## config.mk

```make
export PLATFORM = sky130hd
export DESIGN_NAME = gtnl_ctrl
export DESIGN_NICKNAME = d
export VERILOG_FILES = /design/src/design/gtnl_pkg.sv /design/src/design/gtnl_ctrl.sv
export SDC_FILE = /design/constraint.sdc
export NUM_CORES = 1
export LEC_CHECK = 0
export BUFFER_PORTS_ARGS = -buffer_cell sky130_fd_sc_hd__buf_4
export CAP_MARGIN = 20
export CORE_AREA = 3 3 40 42
export DETAILED_ROUTE_END_ITERATION = 8
export DIE_AREA = 0 0 43 45
export HOLD_SLACK_MARGIN = 0.12
export PLACE_DENSITY = 0.3
export SLEW_MARGIN = 30
export SYNTH_ARGS = -nofsm -noshare
export SYNTH_HDL_FRONTEND = slang
export SYNTH_SLANG_ARGS = --single-unit
export TNS_END_PERCENT = 100
```

## constraint.sdc

```tcl
create_clock -name i_clk -period 3 [get_ports i_clk]
set_clock_uncertainty 0.2 [all_clocks]
set_input_delay 0.3 -clock i_clk [delete_from_list [all_inputs] [get_ports i_clk]]
set_output_delay 0.3 -clock i_clk [all_outputs]
set_load 0.05 [all_outputs]
```

## src/design/gtnl_pkg.sv

```systemverilog
`timescale 1ns / 1ps

package gtnl_pkg;

    localparam int TREE_DEPTH_DEF = 10;
    localparam int COORD_BITS_DEF = 32;

    localparam int IDX_W       = 11;
    localparam int DEPTH_OUT_W = 4;

    localparam int AXIS_PATTERN_LEN = 21;

    localparam logic [1:0] AXIS_X = 2'd0;
    localparam logic [1:0] AXIS_Y = 2'd1;
    localparam logic [1:0] AXIS_Z = 2'd2;

    localparam logic [1:0] AXIS_PATTERN [0:AXIS_PATTERN_LEN-1] = '{
        AXIS_X, AXIS_Y, AXIS_X, AXIS_Y, AXIS_X, AXIS_Y, AXIS_Z,
        AXIS_X, AXIS_Y, AXIS_X, AXIS_Y, AXIS_X, AXIS_Y, AXIS_Z,
        AXIS_X, AXIS_Y, AXIS_X, AXIS_Y, AXIS_X, AXIS_Y, AXIS_Z
    };

    localparam logic MODE_WRITE = 1'b0;
    localparam logic MODE_QUERY = 1'b1;

    typedef struct packed {
        logic start_write;
        logic start_query;
        logic step;
        logic load_out;
    } t_dp_cmd;

    typedef struct packed {
        logic walk_done;
        logic out_free;
    } t_dp_status;

    function automatic logic [1:0] axis_of_depth(input logic [4:0] d);
        logic [1:0] a;
        a = AXIS_X;
        if (d < 5'(AXIS_PATTERN_LEN)) begin
            a = AXIS_PATTERN[d];
        end
        return a;
    endfunction

endpackage

```

## src/design/gtnl_ctrl.sv

```systemverilog
`timescale 1ns / 1ps

module gtnl_ctrl (
    input  logic                i_clk,
    input  logic                i_rst_n,
    input  logic                i_in_valid,
    input  logic                i_mode,
    input  gtnl_pkg::t_dp_status i_status,
    output logic                o_in_ready,
    output gtnl_pkg::t_dp_cmd   o_cmd
);

    typedef enum logic [1:0] {
        S_IDLE,
        S_WALK,
        S_HOLD
    } t_state;

    t_state r_state;
    t_state n_state;

    assign o_in_ready = (r_state == S_IDLE);

    always_comb begin
        n_state = r_state;
        o_cmd   = '0;
        unique case (r_state)
            S_IDLE: begin
                if (i_in_valid) begin
                    if (i_mode == gtnl_pkg::MODE_WRITE) begin
                        o_cmd.start_write = 1'b1;
                        if (i_status.out_free) begin
                            o_cmd.load_out = 1'b1;
                        end else begin
                            n_state = S_HOLD;
                        end
                    end else begin
                        o_cmd.start_query = 1'b1;
                        n_state           = S_WALK;
                    end
                end
            end
            S_WALK: begin
                o_cmd.step = 1'b1;
                if (i_status.walk_done) begin
                    if (i_status.out_free) begin
                        o_cmd.load_out = 1'b1;
                        n_state        = S_IDLE;
                    end else begin
                        n_state = S_HOLD;
                    end
                end
            end
            S_HOLD: begin
                if (i_status.out_free) begin
                    o_cmd.load_out = 1'b1;
                    n_state        = S_IDLE;
                end
            end
            default: begin
                n_state = S_IDLE;
            end
        endcase
    end

    always_ff @(posedge i_clk) begin
        if (!i_rst_n) begin
            r_state <= S_IDLE;
        end else begin
            r_state <= n_state;
        end
    end

    a_one_start: assert property (@(posedge i_clk) disable iff (!i_rst_n)
        $onehot0({o_cmd.start_write, o_cmd.start_query, o_cmd.step}))
        else $error("conflicting datapath commands");

    a_no_overwrite: assert property (@(posedge i_clk) disable iff (!i_rst_n)
        o_cmd.load_out |-> i_status.out_free)
        else $error("result loaded over a pending one");

    a_query_walks: assert property (@(posedge i_clk) disable iff (!i_rst_n)
        o_cmd.start_query |=> (r_state == S_WALK))
        else $error("query did not start walking");

endmodule

```

==> results.sh, run 1 <==
export IMPL_grt_pass1_vias=161
export IMPL_syn_area_sq_um=136.4
export IMPL_worst_path_max_delay_cell="dlygate4sd3_1"
export IMPL_ys_seq_elements=2
export IMPL_rsz0062_at_grt="no"
export IMPL_muxShareOfSynthArea=0.08257
export IMPL_cts_tree="built"
export IMPL_period_minus_slack_ns=1.834
export IMPL_grt_usage=0.05403
export IMPL_multi_input_area_sq_um=88.84
export IMPL_reg_top3="r_state: 2 flops"
export IMPL_synth_top_family_by_area="simple AND/OR/NAND/NOR gates"
export IMPL_crit_path_start_kind="input pin"
export IMPL_num_rows=13
export IMPL_nFillCells=151
export IMPL_slew_headroom=0.8274
export IMPL_regMostFlops="r_state"
export IMPL_initial_core_util=0.1061
export IMPL_switchingPower_mw=0.04230
export IMPL_tns_ns=0
export IMPL_antenna_found_initial=0
export IMPL_wl_per_cell_um=8.609
export IMPL_ir_worst_vdd_mv=0.1591
export IMPL_grt_max_degree=6
export IMPL_critPathTopFamily="buffers and inverters"
export IMPL_largest_reg_flops=2
export IMPL_yosysSeqAreaShare=0.2936
export IMPL_cts_path_max_buffers=2
export IMPL_h_tree_depth=1
export IMPL_die_h_um=45
export IMPL_pwr_share_seq=0.228
export IMPL_swShare=0.3235
export IMPL_synth_top_area_share=0.2936
export IMPL_pin_count=11
export IMPL_path_class="in2out"
export IMPL_cts_setup_buffers=0
export IMPL_syn_to_final_growth_pct=92.66
export IMPL_die_x_um=43
export IMPL_viasPerCell=3.783
export IMPL_coreArea_sq_mm=0.001285
export IMPL_drive_above_1_share=0.5161
export IMPL_power_frac_clock=0.448
export IMPL_post_place_ws_ns=1.553
export IMPL_vias=174
export IMPL_hold_path_class="in2reg"
export IMPL_ctsResizeCount=0
export IMPL_root_buffer="clkbuf_4"
export IMPL_wl_um=396
export IMPL_crit_fanout=4
export IMPL_drc=0
export IMPL_drt_iter0_drc=5
export IMPL_grt_pass1_wl_um=690
export IMPL_clkSlewWorstSetupHoldPaths_ns=0.03
export IMPL_clock_sinks=2
export IMPL_cp_end_kind="output port"
export IMPL_combinationalPowerShare=0.323
export IMPL_timing_hold_ws_ns=0.1547
export IMPL_crit_top_cell="buf_4"
export IMPL_power_density_mw_per_mm2=497.6
export IMPL_drv_cap=0
export IMPL_ys_warnings_count=0
export IMPL_p_leak_nw=0.1295
export IMPL_ant_nets=0
export IMPL_hold_viol=0
export IMPL_clk_latency_ns=0.22
export IMPL_fmax_mhz=545.3
export IMPL_synthSimpleGateAreaFrac=0.4312
export IMPL_critical_path_max_stage_delay_ns=0.52
export IMPL_synthXorXnorAreaFrac=0
export IMPL_fin_nets=39
export IMPL_numPortBuffers=10
export IMPL_crit_required_ns=2.50
export IMPL_synthTopCellsByArea="dfxtp_1 29%, and3_1 9.2%, mux2_2 8.3%, nor3_2 7.3%, and2b_2 6.4%"
export IMPL_hpwl_um=318.7
export IMPL_maxSlewViolCount=0
export IMPL_cp_num_buf_inv=3
export IMPL_synthCells=17
export IMPL_p_int_mw=0.08844
export IMPL_firstDrtPassIters=4
export IMPL_seq_area_sq_um=40.04
export IMPL_status="finished, final reports clean"
export IMPL_holdBufCountCts=1
export IMPL_synth_area_per_cell_sq_um=8.022
export IMPL_syn_nets=23
export IMPL_synth_compound_area_frac=0.1376
export IMPL_overflow=0
export IMPL_synth_cell_types=14
export IMPL_setup_viol=0
export IMPL_cts_made_buffers=3
export IMPL_worst_ep_arrival_time_ns=1.33
export IMPL_dieArea_sq_mm=0.001935
export IMPL_path_cells="dlygate4sd3_1 > buf_4 > nand2b_1 > o21ai_1 > buf_4"
export IMPL_synthAdderAreaFrac=0
export IMPL_post_route_period_util=0.6113
export IMPL_yosysTopAreaCell="dfxtp_1"
export IMPL_setup_slack_ns=1.166
export IMPL_antenna_cells=0
export IMPL_place_congestion=0.6969
export IMPL_tightest_slew_ns=0.2555
==> cell type report <==
class	count	share of cell area
timing repair buffer	11	0.3238
clock buffer	3	0.08571
inverter	2	0.02857
sequential	2	0.1524
multi-input combinational	13	0.3381
tap	15	0.07143
==> logic make-up (layout without fill, tap and decap cells) <==
family	Yosys count	count (layout)
compound gates	3	3
buf+inv	2	16
flops	2	2
mux	1	1
simple gates	9	9
==> per-layer routing <==
metal  GRT usage  vias to the layer above  wire (um)
met1     0.05995                       75        169
met3     0.04382                        0         57
met2     0.05090                        8        169
met5           0                        -          0
met4     0.07229                        0          0
li1            -                       91          -
==> power by group through the flow <==
stage	sequential, mW	clock [mW]	combinational, mW
2_1_floorplan	0.0298	0	0.0262
3_3_place_gp	0.0302	0	0.0419
3_5_place_dp	0.0302	0	0.0416
4_1_cts	0.0298	0.0634	0.0426
5_1_grt	0.0300	0.0696	0.0449
6_report	0.0299	0.0586	0.0423
==> worst paths after layout <==
kind / startpoint / endpoint / slack, ns / cells after the start
worst min-delay path: i_rst_n / r_state[1] / 0.15 / 3
worst max-delay path: i_status[0] / o_cmd[0] / 1.17 / 5
worst min register to register: r_state[1] / r_state[0] / 0.28 / 1
worst max register to register: r_state[1] / r_state[1] / 1.90 / 3
==> cells in the final DEF, fill, tap and decap left out <==
master,count
o41ai_1,1
nand4b_1,1
a21oi_1,1
and2b_2,1
nand2b_1,1
nor3_2,1
nor2_1,1
buf_4,10
nand2_1,1
nand3_1,1
o21ai_1,1
mux2_2,1
dlygate4sd3_1,1
dfxtp_1,2
clkbuf_4,3
and3_1,2
inv_1,2
==> synthesized netlist by cell type, drive strengths merged <==
cell type and number:
dfxtp 2, and3 2, nand2b 1, nand3 1, nand4b 1, and2b 1
o41ai 1, a21oi 1, nor3 1, nand2 1, inv 2, nor2 1
mux2 1, o21ai 1
==> metrics by stage <==
| stage | util | instance area (sq um) | cells | power [mW] |
|---|---|---|---|---|
| 5_1_grt | 0.2045 | 262.8 | 46 | 0.1445 |
| 6_report | 0.2045 | 262.8 | 46 | 0.1307 |
| 4_1_cts | 0.2045 | 262.8 | 46 | 0.1358 |
| 3_5_place_dp | 0.1792 | 230.2 | 42 | 0.07175 |
| 3_3_place_gp | 0.1792 | 230.2 | 42 | 0.07210 |
| 2_1_floorplan | - | 136.4 | 17 | 0.05606 |
==> worst register-to-register path, stage by stage, from the launching register on <==
cell and delay, ns:
dfxtp_1 0.37, and2b_2 0.25, nand4b_1 0.10, o41ai_1 0.07
(Power assumes the default switching activity.)
==> run 2: changes to the inputs <==
- clock period: 3 -> 1.6 ns (I/O delays scaled with it)
==> results.sh, run 2 (same netlist as run 1, synthesis figures left out) <==
export IMPL_status="finished, final reports clean"
export IMPL_worst_ep_arrival_time_ns=1.17
export IMPL_mostFrequentLayoutCell="buf_4"
export IMPL_min_from="i_mode"
export IMPL_initial_core_util=0.1061
export IMPL_fmax_mhz=653.3
export IMPL_drive_above_1_share=0.6176
export IMPL_period_minus_slack_ns=1.531
export IMPL_maxSlewViolCount=0
export IMPL_whs_path_depth=4
export IMPL_h_tree_depth=1
export IMPL_antenna_cells=0
export IMPL_tightest_slew_ns=0.2522
export IMPL_dieArea_sq_mm=0.001935
export IMPL_worst_r2r_setup_slack_ns=0.48
export IMPL_vias=185
export IMPL_clk_latency_ns=0.22
export IMPL_grt_max_degree=6
export IMPL_largest_reg_flops=2
export IMPL_grt_pass1_vias=168
export IMPL_root_buffer="clkbuf_4"
export IMPL_num_rows=13
export IMPL_antenna_found_initial=0
export IMPL_clock_sinks=2
export IMPL_syn_to_final_growth_pct=122.0
export IMPL_drv_cap=0
export IMPL_wl_per_cell_um=8.898
export IMPL_pin_count=11
export IMPL_die_h_um=45
export IMPL_coreArea_sq_mm=0.001285
export IMPL_crit_fanout=3
export IMPL_crit_path_start_kind="input pin"
export IMPL_ir_worst_vdd_mv=0.2324
export IMPL_die_x_um=43
export IMPL_tns_ns=0
export IMPL_grt_usage=0.05066
export IMPL_drc=0
export IMPL_firstDrtPassIters=1
export IMPL_regMostFlops="r_state"
export IMPL_min_to="r_state[0]"
export IMPL_r2r_start="r_state[0]"
export IMPL_place_congestion=0.6825
export IMPL_dp_cells=42
export IMPL_ff2ff_path_depth=2
export IMPL_worstReg2RegEnd="r_state[0]"
export IMPL_wl_um=436
export IMPL_viasPerCell=3.776
export IMPL_power_density_mw_per_mm2=841.0
export IMPL_clkSlewWorstSetupHoldPaths_ns=0.03
export IMPL_hold_path_class="in2reg"
export IMPL_setup_viol=0
export IMPL_hold_viol=0
export IMPL_numPortBuffers=10
export IMPL_hpwl_um=322.1
export IMPL_fin_cells=49
export IMPL_cts_tree="built"
export IMPL_grt_pass1_wl_um=669
export IMPL_slew_headroom=0.8297
export IMPL_post_route_period_util=0.9566
export IMPL_final_cell_mix="10 x buf_4, 4 x dlygate4sd3_1, 3 x clkbuf_4"
export IMPL_crit_required_ns=1.24
export IMPL_cts_setup_buffers=0
export IMPL_path_class="in2out"
export IMPL_reg_top3="r_state: 2 flops"
export IMPL_overflow=0
export IMPL_rsz0062_at_grt="no"
export IMPL_cts_path_max_buffers=2
export IMPL_p_leak_nw=0.1442
export IMPL_cts_made_buffers=3
export IMPL_cp_end_kind="output port"
export IMPL_drt_iter0_drc=0
export IMPL_ant_nets=0
export IMPL_fin_nets=42
run 2: cell count changes in the layout (fill, tap and decap cells not counted), sizes merged:
cell	previous run	this run
dlygate4sd3	1	4
run 2: worst max-delay path by stage:
| stage | to | slack (ns) | from | cells past startpoint |
|---|---|---|---|---|
| detailed placement | o_cmd[0] | 0.28 | r_state[1] | 4 |
| finish | o_cmd[0] | 0.07 | i_status[1] | 5 |
| floorplan | o_cmd[2] | 0.009 | r_state[1] | 2 |
| CTS | o_cmd[0] | 0.04 | r_state[1] | 4 |
| global placement | o_cmd[0] | 0.29 | r_state[1] | 4 |
| global route | o_cmd[0] | 0.03 | i_status[0] | 5 |
run 2: cell type report:
type / instances / area [sq um]
Clock buffer: 3 / 22.52
Fill cell: 143 / 982.2
Multi-Input combinational cell: 13 / 97.59
Timing Repair Buffer: 14 / 115.1
Tap cell: 15 / 18.77
Sequential cell: 2 / 41.29
Inverter: 2 / 7.507
run 2: metal layers:
metal  routed length, um  track usage  vias to the layer above
met3                  35      0.03984                        0
met1                 206      0.05263                       82
met5                   0            0                        -
met2                 194      0.05988                        6
li1                    -            -                       97
met4                   0      0.05422                        0
run 2: where the power goes:
part | switching (mW) | leakage (nW) | internal (mW)
Clock | 0.0275 | 0.0138 | 0.0827
Combinational | 0.0513 | 0.114 | 0.0365
Sequential | 0.00336 | 0.0168 | 0.0533
run 2: metrics by stage:
| stage | power (mW) | instance area [sq um] | setup WS (ns) | util | hold WS [ns] |
|---|---|---|---|---|---|
| floorplan | 0.1082 | 145.1 | 0.009319 | - | 0.06480 |
| global placement | 0.1379 | 239.0 | 0.2863 | 0.1860 | 0.1917 |
| detailed placement | 0.1377 | 239.0 | 0.2837 | 0.1860 | 0.1918 |
| CTS | 0.2644 | 301.5 | 0.03531 | 0.2347 | 0.1232 |
| global route | 0.2755 | 302.8 | 0.02585 | 0.2356 | 0.1344 |
| finish | 0.2546 | 302.8 | 0.06941 | 0.2356 | 0.1313 |
run 2: worst max-delay path: stages:
cell	delay [ns]
dlygate4sd3_1	0.54
buf_4	0.14
nand3_1	0.09
o21ai_2	0.05
buf_4	0.19
run 2: repair_timing:
action	in CTS	in global routing
hold endpoints to repair	2	0
resized for setup	0	1
endpoints found under the setup margin	0	1
hold buffers	4	0
==> run 3: changes to the inputs <==
- ABC_AREA: unset -> 1
- PLACE_DENSITY: 0.3 -> 0.31
==> results.sh, run 3 <==
export IMPL_post_place_ws_ns=0.1725
export IMPL_yosysMostFrequentCell="inv_1"
export IMPL_ir_worst_vdd_mv=0.2817
export IMPL_synth_flop_cell="dfxtp_1"
export IMPL_cp_num_buf_inv=3
export IMPL_min_to="r_state[1]"
export IMPL_synth_top_area_share=0.2092
export IMPL_cts_made_buffers=3
export IMPL_crit_path_start_kind="input pin"
export IMPL_synth_cell_types=12
export IMPL_antenna_found_initial=0
export IMPL_regMostFlops="r_state"
export IMPL_fin_cells=63
export IMPL_dp_cells=54
export IMPL_place_congestion=0.6575
export IMPL_num_rows=13
export IMPL_grt_usage=0.07641
export IMPL_worstReg2RegEnd="r_state[1]"
export IMPL_tns_ns=0
export IMPL_totalPowerFinal_mw=0.3148
export IMPL_fin_nets=56
export IMPL_period_minus_slack_ns=1.569
export IMPL_critical_path_max_stage_delay_ns=0.54
export IMPL_h_tree_depth=1
export IMPL_hold_path_class="in2reg"
export IMPL_grt_pass1_wl_um=1021
export IMPL_tightest_slew_ns=0.2019
export IMPL_grt_max_degree=6
export IMPL_pin_count=11
export IMPL_mostFrequentLayoutCell="buf_4"
export IMPL_synthCells=29
export IMPL_root_buffer="clkbuf_4"
export IMPL_hold_viol=0
export IMPL_viasPerCell=3.762
export IMPL_synth_edf_count=0
export IMPL_power_density_mw_per_mm2=819.4
export IMPL_worst_path_max_delay_cell="dlygate4sd3_1"
export IMPL_setup_slack_ns=0.03064
export IMPL_drt_iter0_drc=0
export IMPL_post_route_period_util=0.9808
export IMPL_rsz0062_at_grt="yes"
export IMPL_slew_headroom=0.8653
export IMPL_whs_path_depth=4
export IMPL_clk_latency_ns=0.23
export IMPL_synth_area_per_cell_sq_um=6.601
export IMPL_synthTopCellsByArea="dfxtp_1 21%, inv_1 16%, a21oi_2 14%, nor2_4 12%, nand3_1 7.8%"
export IMPL_maxSlewViolCount=0
export IMPL_yosysTopAreaCell="dfxtp_1"
export IMPL_drc=0
export IMPL_fmax_mhz=637.2
export IMPL_drv_cap=0
export IMPL_yosysSeqAreaShare=0.2092
export IMPL_status="finished, final reports clean"
export IMPL_cts_path_max_buffers=2
export IMPL_clock_sinks=2
export IMPL_ff2ff_path_depth=6
export IMPL_initial_core_util=0.1490
export IMPL_reg_top3="r_state: 2 flops"
export IMPL_cts_tree="built"
export IMPL_path_class="in2out"
export IMPL_async_flop_share=0
export IMPL_syn_to_final_growth_pct=100.7
export IMPL_vias=237
export IMPL_die_h_um=45
export IMPL_min_from="i_status[0]"
export IMPL_wl_per_cell_um=8.460
export IMPL_crit_required_ns=1.24
export IMPL_synthTopCellsByCount="8 x inv_1, 4 x nand2_1, 3 x a21oi_2, 3 x nand3_1"
export IMPL_critPathTopFamily="buffers and inverters"
export IMPL_overflow=0
export IMPL_worst_ep_arrival_time_ns=1.21
export IMPL_cp_end_kind="output port"
export IMPL_final_cell_mix="10 x buf_4, 8 x inv_1, 5 x dlygate4sd3_1"
export IMPL_worst_r2r_setup_slack_ns=0.49
export IMPL_syn_nets=35
export IMPL_coreArea_sq_mm=0.001285
export IMPL_ant_nets=0
export IMPL_dieArea_sq_mm=0.001935
export IMPL_die_x_um=43
export IMPL_clkSlewWorstSetupHoldPaths_ns=0.03
export IMPL_antenna_cells=0
export IMPL_syn_area_sq_um=191.4
export IMPL_path_cells="dlygate4sd3_1 > buf_4 > a21oi_2 > a21oi_4 > buf_6"
export IMPL_post_route_util=0.2989
export IMPL_p_leak_nw=0.1910
export IMPL_ys_warnings_count=0
export IMPL_largest_reg_flops=2
export IMPL_grt_pass1_vias=246
export IMPL_crit_fanout=2
export IMPL_numPortBuffers=10
export IMPL_r2r_start="r_state[0]"
export IMPL_drive_above_1_share=0.5417
export IMPL_setup_viol=0
export IMPL_wl_um=533
export IMPL_firstDrtPassIters=1
export IMPL_ys_seq_elements=2
==> run 3: cell count changes after synthesis, sizes merged, moves of 2 or more <==
cell / before / now
inv: 2 / 9
a21oi: 1 / 4
nor2: 1 / 3
nand2: 1 / 6
nand3: 1 / 4
and3: 2 / 0
==> run 3: cells by family after synthesis <==
group	after synthesis	share of synthesized area
DFF	2	0.2092
AOI/OAI and AO/OA	5	0.1895
and+or+nand+nor	13	0.4248
buffers and inverters	9	0.1765
==> run 3: report_power, final <==
part / internal, mW / switching [mW]
Clock: 0.0829 / 0.0311
Combinational: 0.0555 / 0.0828
Sequential: 0.0553 / 0.00713
Total: 0.194 / 0.121
==> run 3: metrics by stage <==
step	hold WS (ns)	instance area (sq um)
5_1_grt	0.1779	384.1
6_report	0.1594	384.1
2_1_floorplan	0.1002	203.9
4_1_cts	0.1594	382.9
3_3_place_gp	0.2131	297.8
3_5_place_dp	0.2123	297.8
==> run 3: worst min-delay path, cell delays in order <==
cell	delay, ns
buf_4	0.07
inv_1	0.09
nand3_1	0.15
a21oi_2	0.06
==> run 3: area by class of cell <==
cell class	count	area [sq um]
clock buffers	3	22.52
well taps	15	18.77
repair buffers	16	136.4
multi-input cells	18	130.1
flip-flops and latches	2	42.54
fillers	141	900.9
inverters	9	33.78
==> run 3: worst max path at each step <==
stage / from / to / slack [ns] / depth (start not counted)
2_1_floorplan: r_state[1] / o_cmd[0] / -0.29 / 5
3_3_place_gp: r_state[1] / o_cmd[0] / 0.19 / 6
3_5_place_dp: r_state[1] / o_cmd[0] / 0.17 / 6
4_1_cts: r_state[1] / o_cmd[0] / -0.003 / 6
5_1_grt: r_state[0] / o_cmd[0] / -0.04 / 6
6_report: i_status[1] / o_cmd[0] / 0.03 / 5
==> run 3: routing by layer <==
layer	wire [um]	up-vias	track usage	part of all wire
met1	224	100	0.07416	0.42
met4	14	0	0.09036	0.026
met5	0	-	0	0
met2	245	9	0.1138	0.46
met3	48	2	0.03187	0.090
li1	-	126	-	-
==> run 3: timing repair <==
| item | CTS | global route |
|---|---|---|
| endpoints found under the setup margin | 1 | 2 |
| setup buffers | 1 | 0 |
| hold endpoints to repair | 2 | 0 |
| gates resized for setup | 2 | 1 |
| pin swaps | 1 | 1 |
| hold buffers | 5 | 0 |
